`config.mk`:
```
export PLATFORM = sky130hd
export DESIGN_NAME = linear_probe_hash_table_core
export DESIGN_NICKNAME = d
export VERILOG_FILES = /design/src/lph_pkg.sv /design/src/lph_front.sv /design/src/lph_queue.sv /design/src/lph_back.sv /design/src/linear_probe_hash_table_core.sv
export SDC_FILE = /design/constraint.sdc
export NUM_CORES = 1
export LEC_CHECK = 0
export ABC_CLOCK_PERIOD_IN_PS = 8400
export BUFFER_PORTS_ARGS = -buffer_cell sky130_fd_sc_hd__buf_2
export CAP_MARGIN = 20
export CORE_AREA = 8 8 281 283
export DETAILED_ROUTE_END_ITERATION = 12
export DIE_AREA = 0 0 289 291
export PLACE_DENSITY = 0.58
export SYNTH_ARGS = -nofsm -noshare
export SYNTH_HDL_FRONTEND = slang
export SYNTH_SLANG_ARGS = --single-unit
```
`constraint.sdc`:
```
create_clock -name clk -period 8.4 [get_ports clk]
set_input_delay 1.68 -clock clk [delete_from_list [all_inputs] [get_ports clk]]
set_output_delay 1.68 -clock clk [all_outputs]
set_load 0.02 [all_outputs]
```
`src/lph_pkg.sv`:
```
// Package: shared types, constants and helpers of the linear probe hash table.
package lph_pkg;

    localparam int CAPACITY = 16;
    localparam int SLOT_W   = $clog2(CAPACITY);
    localparam int COUNT_W  = $clog2(CAPACITY + 1);
    localparam int KEY_W    = 32;
    localparam int SIZE_W   = 5;
    localparam logic [SIZE_W-1:0] SIZE_RESET = SIZE_W'(5);

    // Hash word is 3*key+5, padded to a whole number of four-bit digits.
    localparam int HASH_W      = KEY_W + 2;
    localparam int DIGIT_W     = 4;
    localparam int HASH_DIGITS = (HASH_W + DIGIT_W - 1) / DIGIT_W;
    localparam int HASH_PAD_W  = HASH_DIGITS * DIGIT_W;
    localparam int DIGIT_CNT_W = $clog2(HASH_DIGITS);

    typedef enum logic [1:0] {
        OP_INSERT = 2'd0,
        OP_SEARCH = 2'd1,
        OP_DELETE = 2'd2,
        OP_CLEAR  = 2'd3
    } op_t;

    typedef enum logic [1:0] {
        TAG_EMPTY   = 2'd0,
        TAG_USED    = 2'd1,
        TAG_DELETED = 2'd2
    } tag_t;

    typedef struct packed {
        logic [1:0]       operation;
        logic [KEY_W-1:0] key;
    } item_t;

    typedef struct packed {
        logic               success;
        logic [3:0]         slot;
        logic [COUNT_W-1:0] live_count;
    } result_t;

    typedef struct packed {
        logic [1:0]        operation;
        logic [KEY_W-1:0]  key;
        logic [SLOT_W-1:0] home;
    } job_t;

    typedef enum logic [1:0] {
        FR_IDLE,
        FR_HASH,
        FR_PUSH
    } front_state_t;

    typedef enum logic [1:0] {
        BK_IDLE,
        BK_READ,
        BK_CHECK,
        BK_DONE
    } back_state_t;

    // Number of slots in use: zero counts as one, large values saturate.
    function automatic logic [SIZE_W:0] active_size(input logic [SIZE_W-1:0] size);
        logic [SIZE_W:0] n;
        begin
            n = {1'b0, size};
            if (size == '0)
            begin
                n = (SIZE_W+1)'(1);
            end
            else if (n > (SIZE_W+1)'(CAPACITY))
            begin
                n = (SIZE_W+1)'(CAPACITY);
            end
            return n;
        end
    endfunction

endpackage

```
`src/lph_front.sv`:
```
// Front end: accepts items and reduces each key's hash to its home slot.
module lph_front
    import lph_pkg::*;
(
    input  logic              clk,
    input  logic              rst_n,
    input  logic              push,
    output logic              full,
    input  item_t             item,
    input  logic [SIZE_W:0]   n,
    output logic              job_valid,
    input  logic              job_ready,
    output job_t              job
);

    front_state_t            state_reg, state_next;
    logic [HASH_PAD_W-1:0]   hash_reg;
    logic [SIZE_W-1:0]       rem_reg, rem_step;
    logic [DIGIT_CNT_W-1:0]  digit_reg;
    item_t                   item_reg;

    // One four-bit digit a cycle: remainder stays below n, so each bit needs one compare.
    always_comb
    begin
        logic [SIZE_W:0] r;
        r = {1'b0, rem_reg};
        for (int k = 0; k < DIGIT_W; k++)
        begin
            r = {r[SIZE_W-1:0], hash_reg[HASH_PAD_W-1-k]};
            if (r >= n)
            begin
                r = r - n;
            end
        end
        rem_step = r[SIZE_W-1:0];
    end

    always_comb
    begin
        state_next = state_reg;
        unique case (state_reg)
            FR_IDLE:
            begin
                if (push)
                begin
                    state_next = FR_HASH;
                end
            end
            FR_HASH:
            begin
                if (digit_reg == DIGIT_CNT_W'(HASH_DIGITS - 1))
                begin
                    state_next = FR_PUSH;
                end
            end
            FR_PUSH:
            begin
                if (job_ready)
                begin
                    state_next = FR_IDLE;
                end
            end
            default:
            begin
                state_next = FR_IDLE;
            end
        endcase
    end

    always_comb
    begin
        full      = (state_reg != FR_IDLE);
        job_valid = (state_reg == FR_PUSH);
        job.operation = item_reg.operation;
        job.key       = item_reg.key;
        job.home      = rem_reg[SLOT_W-1:0];
    end

    always_ff @(posedge clk or negedge rst_n)
    begin
        if (!rst_n)
        begin
            state_reg <= FR_IDLE;
        end
        else
        begin
            state_reg <= state_next;
        end
    end

    always_ff @(posedge clk)
    begin
        if (state_reg == FR_IDLE && push)
        begin
            item_reg  <= item;
            hash_reg  <= HASH_PAD_W'({2'b00, item.key} * 3 + 5);
            rem_reg   <= '0;
            digit_reg <= '0;
        end
        else if (state_reg == FR_HASH)
        begin
            rem_reg   <= rem_step;
            hash_reg  <= {hash_reg[HASH_PAD_W-DIGIT_W-1:0], {DIGIT_W{1'b0}}};
            digit_reg <= digit_reg + 1'b1;
        end
    end

endmodule

```
`src/lph_queue.sv`:
```
// Two-entry queue of hashed jobs between the front end and the probe engine.
module lph_queue
    import lph_pkg::*;
(
    input  logic clk,
    input  logic rst_n,
    input  logic wr_valid,
    output logic wr_ready,
    input  job_t wr_job,
    output logic rd_valid,
    input  logic rd_ready,
    output job_t rd_job
);

    job_t       mem_reg [2];
    logic       wptr_reg, rptr_reg;
    logic [1:0] count_reg;
    logic       do_wr, do_rd;

    assign wr_ready = (count_reg != 2'd2);
    assign rd_valid = (count_reg != 2'd0);
    assign rd_job   = mem_reg[rptr_reg];
    assign do_wr    = wr_valid && wr_ready;
    assign do_rd    = rd_valid && rd_ready;

    always_ff @(posedge clk or negedge rst_n)
    begin
        if (!rst_n)
        begin
            wptr_reg  <= 1'b0;
            rptr_reg  <= 1'b0;
            count_reg <= 2'd0;
        end
        else
        begin
            if (do_wr)
            begin
                wptr_reg <= ~wptr_reg;
            end
            if (do_rd)
            begin
                rptr_reg <= ~rptr_reg;
            end
            if (do_wr && !do_rd)
            begin
                count_reg <= count_reg + 2'd1;
            end
            else if (do_rd && !do_wr)
            begin
                count_reg <= count_reg - 2'd1;
            end
        end
    end

    always_ff @(posedge clk)
    begin
        if (do_wr)
        begin
            mem_reg[wptr_reg] <= wr_job;
        end
    end

endmodule

```
`src/lph_back.sv`:
```
// Probe engine: holds the slots, walks the probe sequence and forms results.
module lph_back
    import lph_pkg::*;
(
    input  logic            clk,
    input  logic            rst_n,
    input  logic [SIZE_W:0] n,
    input  logic            job_valid,
    output logic            job_ready,
    input  job_t            job,
    output logic            empty,
    input  logic            pop,
    output result_t         result
);

    back_state_t        state_reg, state_next;
    tag_t               tag_reg [CAPACITY];
    logic [KEY_W-1:0]   key_mem [CAPACITY];
    logic [COUNT_W-1:0] count_reg;
    logic [1:0]         op_reg;
    logic [KEY_W-1:0]   key_reg;
    logic [SLOT_W-1:0]  d_reg, i_reg;
    tag_t               tag_rd_reg;
    logic [KEY_W-1:0]   key_rd_reg;
    logic               ok_reg;
    logic [SLOT_W-1:0]  where_reg;
    logic               out_valid_reg;
    result_t            out_reg;

    logic found, stop, last, out_free;

    assign last     = ({1'b0, i_reg} == SIZE_W'(n - 1'b1));
    assign out_free = !out_valid_reg || pop;
    assign empty    = !out_valid_reg;
    assign result   = out_reg;

    always_comb
    begin
        if (op_reg == OP_INSERT)
        begin
            found = (tag_rd_reg != TAG_USED);
            stop  = found || last;
        end
        else
        begin
            found = (tag_rd_reg == TAG_USED) && (key_rd_reg == key_reg);
            stop  = found || last || (tag_rd_reg == TAG_EMPTY);
        end
    end

    always_comb
    begin
        state_next = state_reg;
        unique case (state_reg)
            BK_IDLE:
            begin
                if (job_valid)
                begin
                    state_next = (job.operation == OP_CLEAR) ? BK_DONE : BK_READ;
                end
            end
            BK_READ:
            begin
                state_next = BK_CHECK;
            end
            BK_CHECK:
            begin
                state_next = stop ? BK_DONE : BK_READ;
            end
            BK_DONE:
            begin
                if (out_free)
                begin
                    state_next = BK_IDLE;
                end
            end
            default:
            begin
                state_next = BK_IDLE;
            end
        endcase
    end

    always_comb
    begin
        job_ready = (state_reg == BK_IDLE);
    end

    always_ff @(posedge clk or negedge rst_n)
    begin
        if (!rst_n)
        begin
            state_reg     <= BK_IDLE;
            count_reg     <= '0;
            out_valid_reg <= 1'b0;
            for (int s = 0; s < CAPACITY; s++)
            begin
                tag_reg[s] <= TAG_EMPTY;
            end
        end
        else
        begin
            state_reg <= state_next;
            if (state_reg == BK_IDLE && job_valid && job.operation == OP_CLEAR)
            begin
                count_reg <= '0;
                for (int s = 0; s < CAPACITY; s++)
                begin
                    tag_reg[s] <= TAG_EMPTY;
                end
            end
            else if (state_reg == BK_CHECK && found)
            begin
                if (op_reg == OP_INSERT)
                begin
                    tag_reg[d_reg] <= TAG_USED;
                    count_reg      <= count_reg + 1'b1;
                end
                else if (op_reg == OP_DELETE)
                begin
                    tag_reg[d_reg] <= TAG_DELETED;
                    if (count_reg != '0)
                    begin
                        count_reg <= count_reg - 1'b1;
                    end
                end
            end
            if (state_reg == BK_DONE && out_free)
            begin
                out_valid_reg <= 1'b1;
            end
            else if (pop)
            begin
                out_valid_reg <= 1'b0;
            end
        end
    end

    always_ff @(posedge clk)
    begin
        if (state_reg == BK_CHECK && found && op_reg == OP_INSERT)
        begin
            key_mem[d_reg] <= key_reg;
        end
        if (state_reg == BK_READ)
        begin
            key_rd_reg <= key_mem[d_reg];
            tag_rd_reg <= tag_reg[d_reg];
        end
    end

    always_ff @(posedge clk)
    begin
        unique case (state_reg)
            BK_IDLE:
            begin
                op_reg    <= job.operation;
                key_reg   <= job.key;
                d_reg     <= job.home;
                i_reg     <= '0;
                ok_reg    <= (job.operation == OP_CLEAR);
                where_reg <= '0;
            end
            BK_CHECK:
            begin
                if (found)
                begin
                    ok_reg    <= 1'b1;
                    where_reg <= d_reg;
                end
                else if (!stop)
                begin
                    i_reg <= i_reg + 1'b1;
                    d_reg <= ({1'b0, d_reg} + 1'b1 == SIZE_W'(n)) ? '0 : d_reg + 1'b1;
                end
            end
            BK_DONE:
            begin
                if (out_free)
                begin
                    out_reg.success    <= ok_reg;
                    out_reg.slot       <= 4'(where_reg);
                    out_reg.live_count <= count_reg;
                end
            end
            default:
            begin
            end
        endcase
    end

endmodule

```
`src/linear_probe_hash_table_core.sv`:
```
// Top level: open-addressing hash table with linear probing and tombstones.
//
// Each transfer on the item side carries an operation (insert, search, delete
// or clear) and a 32-bit key, and yields exactly one result transfer holding
// a success flag, the slot touched and the live-entry count afterwards. The
// front end reduces 3*key+5 modulo the active table size four bits per
// cycle, one per digit of the nine-digit hash word, then hands the job on. A
// two-entry queue then feeds the probe engine, which for each probed slot
// first reads the slot's key and tag and then compares them, probing from one
// slot up to the active size before it posts the result; clear skips the
// probe. The front end hashes the next item while the engine probes, and a
// finished result waits in the output register without blocking new items.
// The table_size register is written through the cfg channel, which is always
// ready; write it only while the block is idle. A size of zero acts as one
// slot and sizes above sixteen act as sixteen.
module linear_probe_hash_table_core
    import lph_pkg::*;
(
    input  logic              clk,
    input  logic              rst_n,
    input  logic              push,
    output logic              full,
    input  item_t             item,
    output logic              empty,
    input  logic              pop,
    output result_t           result,
    input  logic              cfg_valid,
    output logic              cfg_ready,
    input  logic [SIZE_W-1:0] cfg_data
);

    logic [SIZE_W-1:0] table_size_reg;
    logic [SIZE_W:0]   n;

    // Front end to queue, and queue to probe engine.
    logic job_valid, job_ready, bk_valid, bk_ready;
    job_t job, bk_job;

    assign cfg_ready = 1'b1;
    assign n         = active_size(table_size_reg);

    always_ff @(posedge clk or negedge rst_n)
    begin
        if (!rst_n)
        begin
            table_size_reg <= SIZE_RESET;
        end
        else if (cfg_valid && cfg_ready)
        begin
            table_size_reg <= cfg_data;
        end
    end

    lph_front u_front
    (
        .clk       (clk),
        .rst_n     (rst_n),
        .push      (push),
        .full      (full),
        .item      (item),
        .n         (n),
        .job_valid (job_valid),
        .job_ready (job_ready),
        .job       (job)
    );

    lph_queue u_queue
    (
        .clk      (clk),
        .rst_n    (rst_n),
        .wr_valid (job_valid),
        .wr_ready (job_ready),
        .wr_job   (job),
        .rd_valid (bk_valid),
        .rd_ready (bk_ready),
        .rd_job   (bk_job)
    );

    lph_back u_back
    (
        .clk       (clk),
        .rst_n     (rst_n),
        .n         (n),
        .job_valid (bk_valid),
        .job_ready (bk_ready),
        .job       (bk_job),
        .empty     (empty),
        .pop       (pop),
        .result    (result)
    );

endmodule
```
==> reports/metrics.csv <==
stage,metric,value,unit
outcome,status,"complete, no violations",
clock_network,"CTS clk-pin slew, worst paths",0.06,ns
yosys,Main synth FF type,edfxtp_1,
power,Max VDD drop,0.784,mV
detailed_routing,post-route ant nets,0,
yosys,sequential area share after synthesis,70.7,%
hold_path,HP Start,u_back.where_reg[1],
floorplan,Rows,101,
clock_network,Post-CTS Setup Bufs,0,
finish,Largest register FFs,512,
clock_network,clock tree sinks,809,
finish,Final Instance Count excl. Fillers,3032,
yosys,Post-Syn Area,0.0339,mm2
setup_path,Worst path slowest cell,fa_1,
floorplan,full die area,0.0841,mm2
timing,Hold Fails Final Rpt,0,
place,IO buf count,55,
hold_path,Hold Path Class,reg2reg,
yosys,Area contributors post-synth,"edfxtp_1 (66%), mux4_2 (11%), dfrtp_1 (3.6%)",
timing,FMAX,126,MHz
floorplan,core area,0.0748,mm2
timing,Final Cycle Share,94.3,%
setup_path,Worst Setup End Kind,flop,
setup_path,crit path DAT,8.43,ns
timing,fin crit period,7.92,ns
yosys,number of synthesized flops with an enable pin,749,
yosys,Synth area leader,edfxtp_1,
clock_network,H-tree depth,3,
setup_path,CP Max Fanout,7,
clock_network,root buffer cell,clkbuf_16,
detailed_routing,routed via count,17300,
detailed_routing,initial DRC count,1516,
timing,# setup viols final,0,
clock_network,Num CTS Buffers,86,
place,hpwl dp,40800,um
setup_path,Worst R2R Start,table_size_reg[4],
detailed_routing,drt pass-1 iters,7,
floorplan,die span in y,291,um
finish,Synth-to-Final Area Change,13.8,%
yosys,#FFs+latches synth,809,
floorplan,die width,289,um
detailed_routing,Avg WL per Cell,24.6,um
place,GPL Wtd Cong,0.836,
floorplan,Ports,57,
floorplan,Initial Util,45.3,%
yosys,count of mapped cells out of synthesis,1879,
clock_network,CTS tree,yes,
yosys,post-synthesis cell type count,69,
clock_network,Longest Clk Path Bufs,3,
global_route,largest net degree at the start of global routing,141,
detailed_routing,final WL,74700,um
detailed_routing,vias per cell,5.72,
yosys,asr flop ratio synth,6.30,%
setup_path,kind of critical path,reg2reg,
timing,final worst slack,0.482,ns
global_route,number of global-route vias before repair,18500,
yosys,post-synth top area share,66.4,%
timing,WHS,0.425,ns
setup_path,WP data required,8.92,ns
setup_path,startpoint types,flop,
power,pwr dens,384,mW/mm2
finish,share of cells above drive strength 1,22.8,%
global_route,global-route wire length before repair,114000,um
finish,post-layout util,51.5,%
global_route,total grt overflow,0,
flow_run,Max-Cap Viols,0,
timing,worst slew pin tran,1.12,ns
yosys,"Avg Cell Area, Syn",18.0,um2
setup_path,Crit path top cell by count,inv_1,
clock_network,clock latency on the worst-skew pair,0.64,ns
place,Placed Cells,2869,
detailed_routing,# DRC,0,
yosys,Synth Warn #,0,
global_route,initial antenna violation count,6,
timing,Slew headroom,23.6,%
global_route,gr usage total,17.9,%
timing,Slew Limit Fails,0,
yosys,synthesized netlist net count,2025,
power,Pleak,13.1,nW
setup_path,"Largest stage delay, worst path",0.49,ns
setup_path,Critical Path Start,table_size_reg[4],
finish,NumNets Final,2126,
place,post-placement setup slack,0.364,ns
timing,Clock Skew,0.0297,ns
## kinds of logic after synthesis
kind of cell	count (synthesis)	share of synthesized area, %
adder cells (fa/ha/maj)	102	3.90
AND/OR/NAND/NOR	261	3.68
other	1	0.0111
flip-flops	809	70.7
buffers and inverters	136	1.52
multiplexers	227	13.2
AO/OA/AOI/OAI	252	4.63
XOR/XNOR	91	2.35
## worst max-delay path, delay by kind of cell, from the launching register on
| kind | cells | cell delay (ns) |
|---|---|---|
| compound gates | 13 | 2.82 |
| fa+ha+maj | 5 | 1.78 |
| simple gates | 6 | 1.26 |
| mux | 3 | 0.89 |
| buf+inv | 4 | 0.63 |
| flops | 1 | 0.43 |
## per-stage QoR
stage                     total power, W  TNS (ns)  cell area (um2)
after floorplan                  0.00946         0            33900
after global placement            0.0106         0            35500
after detailed placement          0.0108         0            35500
after CTS                         0.0149         0            38500
after global routing              0.0156   -0.0313            38500
final                             0.0148         0            38500
## cell type report
| cell class | count | area (um2) |
|---|---|---|
| Multi-Input combinational cell | 934 | 9540 |
| Tap cell | 978 | 1220 |
| Timing Repair Buffer | 88 | 558 |
| Fill cell | 6045 | 36300 |
| Inverter | 61 | 229 |
| Antenna cell | 2 | 5.00 |
| Sequential cell | 809 | 24000 |
| Clock inverter | 54 | 748 |
| Clock buffer | 106 | 2290 |
## cell usage after synthesis, types with 9 or more instances
library cell	number
nand3_1	20
nor2_1	70
mux2i_1	12
and2_1	9
mux4_2	170
a211oi_1	9
dfrtp_1	49
ha_1	96
inv_1	61
o22ai_1	24
nor3_1	17
xnor2_1	68
o21ai_0	67
mux2_2	43
a21oi_1	72
nor2b_1	13
a21o_1	21
nand2_1	79
nand4_1	17
xor2_1	23
o31ai_1	10
buf_1	14
clkbuf_1	60
dfxtp_1	9
edfxtp_1	749
## layout by cell type (no fill, tap or decap), types with 17 or more instances in the layout
cell | netlist | layout
edfxtp_1 | 749 | 749
mux4_2 | 170 | 170
ha_1 | 96 | 96
clkbuf_16 | 0 | 87
nand2_1 | 79 | 78
a21oi_1 | 72 | 71
xnor2_1 | 68 | 68
o21ai_0 | 67 | 66
inv_1 | 61 | 59
nor2_1 | 70 | 56
buf_2 | 0 | 55
dfrtp_1 | 49 | 48
mux2_2 | 43 | 43
buf_4 | 1 | 29
o22ai_1 | 24 | 24
xor2_1 | 23 | 23
a21o_1 | 21 | 21
nand3_1 | 20 | 20
nand4_1 | 17 | 17
bufinv_16 | 0 | 17
## path summary, 6_finish.rpt
kind                                        endpoint  slack [ns]  cells after the start
worst max-delay path              u_front.rem_reg[3]        0.48                     31
worst min-delay path                u_back.result[6]        0.42                      0
worst max register to register    u_front.rem_reg[3]        0.48                     31
worst min register to register      u_back.result[6]        0.42                      0
max in group asynchronous           u_queue.rptr_reg        6.70                      2
min in group asynchronous       u_back.out_valid_reg        1.19                      2
## report_power, final
| group | switching [W] | internal (W) | total [W] |
|---|---|---|---|
| logic | 0.00261 | 0.00224 | 0.00485 |
| registers | 0.000526 | 0.00538 | 0.00591 |
| clock network | 0.00157 | 0.00247 | 0.00404 |
## metal layers
| metal | up-vias | part of all wire, % | track usage, % | wire (um) |
|---|---|---|---|---|
| met1 | 9086 | 42 | 23.5 | 31600 |
| met2 | 437 | 51 | 30.7 | 38200 |
| met4 | 2 | 1.8 | 4.77 | 1360 |
| met3 | 102 | 4.8 | 2.88 | 3580 |
| li1 | 7714 | - | - | - |
| met5 | - | 0.013 | 0 | 10 |
## timing repair
item                       in CTS  in global routing
resized for setup               0                  3
setup endpoints to repair       0                  5
hold buffers                    0                  0
(Power assumes the default switching activity.)
